### src/hw/rtl/tccw_pkg.sv
// ----------------------------------------------------------------------------
// Text console character writer package
// Geometry, character codes, payload layouts and controller interface types.
// ----------------------------------------------------------------------------
package tccw_pkg;

  localparam int NUM_COLS   = 80;
  localparam int NUM_ROWS   = 23;
  localparam int CELLS      = NUM_COLS * NUM_ROWS;
  localparam int COPY_CELLS = (NUM_ROWS - 1) * NUM_COLS;
  localparam int ADDR_W     = $clog2(CELLS);

  localparam int COL_W  = 7;
  localparam int ROW_W  = 5;
  localparam int LIN_W  = 11;
  localparam int CHAR_W = 8;
  localparam int ATTR_W = 8;
  localparam int CELL_W = CHAR_W + ATTR_W;
  localparam int IN_PAD_W = 4;
  localparam int IN_DATA_W  = CHAR_W + ATTR_W + ROW_W + COL_W + IN_PAD_W;
  localparam int OUT_DATA_W = COL_W + ROW_W + LIN_W + CELL_W + 1;

  localparam logic [CHAR_W-1:0] CHAR_BLANK     = 8'h20;
  localparam logic [CHAR_W-1:0] CHAR_NEWLINE   = 8'h0A;
  localparam logic [CHAR_W-1:0] CHAR_BACKSPACE = 8'h08;
  localparam logic [ATTR_W-1:0] ATTR_RESET     = 8'h07;
  localparam logic [ATTR_W-1:0] DEFAULT_COLOR_RESET = 8'h0F;

  typedef enum logic {
    OP_PUT  = 1'b0,
    OP_READ = 1'b1
  } op_e;

  typedef struct packed {
    logic [IN_PAD_W-1:0] pad;
    logic [COL_W-1:0]    read_col;
    logic [ROW_W-1:0]    read_row;
    logic [ATTR_W-1:0]   color;
    logic [CHAR_W-1:0]   char_code;
  } in_data_t;

  typedef struct packed {
    logic              scrolled;
    logic [CELL_W-1:0] cell_data;
    logic [LIN_W-1:0]  cursor_linear;
    logic [ROW_W-1:0]  cursor_row;
    logic [COL_W-1:0]  cursor_col;
  } out_data_t;

  typedef struct packed {
    logic clear_wr;
    logic latch_in;
    logic exec_put;
    logic read_item;
    logic copy_step;
    logic fill_step;
    logic idx_clr;
    logic load_out;
  } cmd_t;

  typedef struct packed {
    logic clear_last;
    logic is_read;
    logic scroll_req;
    logic copy_last;
    logic fill_last;
    logic out_busy;
  } sts_t;

  function automatic logic [ADDR_W-1:0] cell_addr(input logic [ROW_W-1:0] row,
                                                  input logic [COL_W-1:0] col);
    return ADDR_W'(row) * ADDR_W'(NUM_COLS) + ADDR_W'(col);
  endfunction

  function automatic logic [LIN_W-1:0] cursor_lin(input logic [ROW_W-1:0] row,
                                                  input logic [COL_W-1:0] col);
    return LIN_W'(row) * LIN_W'(NUM_COLS) + LIN_W'(col);
  endfunction

endpackage

### src/hw/rtl/tccw_ctrl.sv
// ----------------------------------------------------------------------------
// Text console controller
// Sequences memory clear, item execution, scroll copy/fill and result load.
// ----------------------------------------------------------------------------
module tccw_ctrl (
  input  logic           clk_i,
  input  logic           rst_ni,
  input  logic           s_tvalid_i,
  output logic           s_tready_o,
  input  logic           m_tready_i,
  input  tccw_pkg::sts_t sts_i,
  output tccw_pkg::cmd_t cmd_o
);

  localparam logic [2:0] S_CLEAR  = 3'd0;
  localparam logic [2:0] S_IDLE   = 3'd1;
  localparam logic [2:0] S_EXEC   = 3'd2;
  localparam logic [2:0] S_COPY   = 3'd3;
  localparam logic [2:0] S_FILL   = 3'd4;
  localparam logic [2:0] S_RESULT = 3'd5;

  logic [2:0] state_q, state_d;
  logic       out_free;
  logic       s_tready;

  assign out_free = !sts_i.out_busy || m_tready_i;

  always_comb begin
    state_d  = state_q;
    cmd_o    = '0;
    s_tready = 1'b0;
    unique case (state_q)
      S_CLEAR: begin
        cmd_o.clear_wr = 1'b1;
        if (sts_i.clear_last) begin
          cmd_o.idx_clr = 1'b1;
          state_d       = S_IDLE;
        end
      end
      S_IDLE: begin
        s_tready = 1'b1;
        if (s_tvalid_i) begin
          cmd_o.latch_in = 1'b1;
          state_d        = S_EXEC;
        end
      end
      S_EXEC: begin
        if (sts_i.is_read) begin
          cmd_o.read_item = 1'b1;
          state_d         = S_RESULT;
        end else begin
          cmd_o.exec_put = 1'b1;
          state_d        = sts_i.scroll_req ? S_COPY : S_RESULT;
        end
      end
      S_COPY: begin
        cmd_o.copy_step = 1'b1;
        if (sts_i.copy_last) begin
          cmd_o.idx_clr = 1'b1;
          state_d       = S_FILL;
        end
      end
      S_FILL: begin
        cmd_o.fill_step = 1'b1;
        if (sts_i.fill_last) begin
          cmd_o.idx_clr = 1'b1;
          state_d       = S_RESULT;
        end
      end
      S_RESULT: begin
        if (out_free) begin
          cmd_o.load_out = 1'b1;
          s_tready       = 1'b1;
          if (s_tvalid_i) begin
            cmd_o.latch_in = 1'b1;
            state_d        = S_EXEC;
          end else begin
            state_d = S_IDLE;
          end
        end
      end
      default: begin
        state_d = S_CLEAR;
      end
    endcase
  end

  always_ff @(posedge clk_i or negedge rst_ni) begin
    if (!rst_ni) begin
      state_q <= S_CLEAR;
    end else begin
      state_q <= state_d;
    end
  end

  assign s_tready_o = s_tready;

endmodule

### config.mk
export PLATFORM = sky130hd
export DESIGN_NAME = tccw_ctrl
export DESIGN_NICKNAME = d
export VERILOG_FILES = /design/src/hw/rtl/tccw_pkg.sv /design/src/hw/rtl/tccw_ctrl.sv
export SDC_FILE = /design/constraint.sdc
export NUM_CORES = 1
export LEC_CHECK = 0
export BUFFER_PORTS_ARGS = -buffer_cell sky130_fd_sc_hd__buf_2
export CAP_MARGIN = 20
export CORE_MARGIN = 1
export CORE_UTILIZATION = 26
export CTS_CLUSTER_DIAMETER = 150
export DETAILED_ROUTE_END_ITERATION = 10
export PLACE_DENSITY = 0.54
export SLEW_MARGIN = 20
export SYNTH_ARGS = -nofsm -noshare
export SYNTH_HDL_FRONTEND = slang
export SYNTH_SLANG_ARGS = --single-unit
### constraint.sdc
create_clock -name clk_i -period 1.33 [get_ports clk_i]
set_clock_uncertainty 0.1 [all_clocks]
set_input_delay 0.3325 -clock clk_i [delete_from_list [all_inputs] [get_ports clk_i]]
set_output_delay 0.3325 -clock clk_i [all_outputs]
set_load 0.03 [all_outputs]
==> results.py <==
metrics = {
    "status": {
        "outcome": "finished with violations",
        "violations": "negative setup slack",
    },
    "min_path": {
        "holdCritPathClass": "in2reg",
    },
    "cts": {
        "cts_tree": "done",
        "clkTransAtPathRegs_ns": 0.04,
        "htree_levels": 1,
        "cts_buffers": 3,
        "clk_path_buf_depth": 2,
        "clk-insertion-delay-late_ns": 0.23,
        "cts.sinks": 3,
        "cts_root_buffer": "clkbuf_4",
    },
    "worst_setup_path": {
        "endpoint_kind": "output port",
        "crit_fanout": 8,
        "max_stage_delay_ns": 0.48,
        "arrival_ns": 1.26,
        "critPathLaunchType": "register",
        "required_ns": 0.90,
        "path_delay_family": "flip-flops",
        "cp_slowest_cell": "dfrtp_2",
        "cp_num_buf_inv": 1,
        "path_cells": "nor2_1 -> a21oi_2 -> o21ai_4 -> buf_6",
        "crit_type": "reg2out",
    },
    "die": {
        "ioPinCount": 19,
        "core_area_um2": 1160,
        "floorplan.initialDensity_pct": 29.2,
        "die-height_um": 38.0,
        "rows": 12,
        "die_x_um": 38.0,
        "fp.dieArea_um2": 1450,
    },
    "drt": {
        "post-route-drc-count": 0,
        "num_vias": 471,
        "wl_per_cell_um": 11.2,
        "finalWirelength_um": 1100,
        "drt_first_iter_violations": 11,
        "avgViaCountPerCell": 4.81,
        "ant_nets": 0,
        "drt-pass1-iter-count": 5,
    },
    "logic_synthesis": {
        "synth_edf_count": 0,
        "netlist_area_um2": 338,
        "synth_fp_nets": 55,
        "synth_compound_area_share_pct": 23.0,
        "synth_seq_cells": 3,
        "synthArstFlopShare_pct": 100,
        "synthMuxAreaShare_pct": 2.96,
        "syn_inst": 45,
        "yosysUniqueCellTypes": 24,
        "yosys_warnings": 0,
        "synthFlopType": "dfrtp_1",
        "synth_xor_area_share_pct": 0,
        "yosys.area_share.simple_pct": 40.4,
        "yosys.area_share.adder_pct": 0,
        "avgSynthCellArea_um2": 7.51,
        "synth_top_family_by_area": "simple AND/OR/NAND/NOR gates",
        "ys_seq_area_share_pct": 22.2,
    },
    "final_layout": {
        "area_delta_synth_final_pct": 135,
        "largest_reg_flops": 3,
        "fin_area_um2": 795,
        "n_antenna_cell": 0,
        "nets": 95,
        "largest_register": "state_q",
        "drive_above_1_share_pct": 78.6,
        "top_regs": "state_q (3)",
        "final_util_pct": 68.7,
    },
    "global_route": {
        "grt_pass1_vias": 417,
        "grt_use_met2_pct": 30.5,
        "use_met1_pct": 19.4,
        "grt.overflow.total": 0,
        "busiest_layer": "met2",
        "grt_max_degree": 9,
        "grt_pass1_wl_um": 1670,
        "met3_usage_pct": 0,
        "track_usage_pct": 16.1,
        "antenna_found_initial": 0,
    },
    "timing": {
        "relSlewSlack_pct": 86.2,
        "finalHoldViolCount": 0,
        "period_needed_ns": 1.70,
        "finalMaxSlewViolations": 0,
        "max_freq_ghz": 0.589,
        "worst_pin_slew_ns": 0.204,
        "tns_ns": -3.40,
        "rsz0062_at_grt": "yes",
        "setup_slack_ns": -0.367,
        "min_period_over_period_pct": 128,
        "finalSetupViolCount": 12,
    },
    "run": {
        "drv_cap": 0,
    },
    "power": {
        "power_density_nw_per_um2": 2470,
        "total_power_mw": 1.97,
        "ir_worst_vdd_mv": 1.21,
        "leakagePower_nw": 0.370,
    },
    "placed_design": {
        "gp_congestion": 0.817,
        "placed_cell_area_um2": 599,
        "port_buffers": 18,
        "dpl.hpwl_um": 776,
    },
}
==> report_power, final <==
part           internal (mW)  leakage (nW)  switching (mW)
sequential             0.148        0.0328           0.120
clock                  0.112        0.0150          0.0465
combinational          0.822         0.323           0.716
total                   1.08         0.370           0.883
==> final cells by class <==
cell class | instances | area (um^2)
Clock buffer | 4 | 26.3
Fill cell | 100 | 362
Inverter | 3 | 11.3
Multi-Input combinational cell | 36 | 347
Sequential cell | 3 | 78.8
Tap cell | 14 | 17.5
Timing Repair Buffer | 38 | 314
==> Yosys cell counts (2+ instances only) <==
master	count	share of area [%]
buf_6	2	6.7
nor3_1	2	3.0
o21ai_0	2	3.0
nor2_1	3	3.3
nand2_1	6	6.7
nor2b_1	4	7.4
dfrtp_1	3	22
inv_1	3	3.3
a21oi_1	4	5.9
a31oi_1	2	3.7
==> per-stage QoR <==
step / std cells / hold WS, ns / setup WS [ns]
floorplan: 45 / -0.0631 / -0.232
global placement: 90 / 0.0313 / -0.239
detailed placement: 90 / 0.0288 / -0.259
CTS: 98 / 0.293 / -0.368
global route: 98 / 0.333 / -0.436
finish: 98 / 0.303 / -0.367
==> timing repair <==
action,4_1_cts,5_1_grt
hold buffers,1,0
pin swaps,3,6
buffers inserted,3,1
gates resized for setup,30,10
setup endpoints to repair,12,12
endpoints found under the hold margin,3,0
==> tightest hold or removal path: cells and delay by family <==
kind / cells / cell delay, ns
buffers and inverters: 1 / 0.11
AND/OR/NAND/NOR: 1 / 0.11
AO/OA/AOI/OAI: 1 / 0.06
==> cells in the final DEF (no fill, tap or decap), types with 3 or more instances in the layout <==
master	instances
buf_4	15
buf_6	13
buf_2	9
nand2_2	4
nor2b_4	3
clkbuf_4	3
dfrtp_2	3
==> cells by family (layout without fill, tap and decap cells) <==
logic type | after synthesis | after routing
AND/OR/NAND/NOR | 23 | 23
buffers and inverters | 6 | 45
flip-flops | 3 | 3
multiplexers | 1 | 1
AO/OA/AOI/OAI | 12 | 12
==> path summary, 6_finish.rpt <==
check                            from    endpoint  slack [ns]  cells after the start
max                        state_q[1]    cmd_o[1]       -0.37                      4
max reg2reg                state_q[1]  state_q[2]       -0.20                      6
min in group asynchronous      rst_ni  state_q[1]        0.32                      2
max in group asynchronous      rst_ni  state_q[2]        0.69                      2
min reg2reg                state_q[2]  state_q[1]        0.61                      3
min                          sts_i[3]  state_q[1]        0.30                      3
==> per-layer routing <==
| metal | vias to the layer above | wire length (um) |
|---|---|---|
| met2 | 21 | 631 |
| li1 | 235 | - |
| met1 | 211 | 406 |
| met5 | - | 0 |
| met4 | 0 | 14 |
| met3 | 4 | 46 |
(Power assumes the default switching activity.)
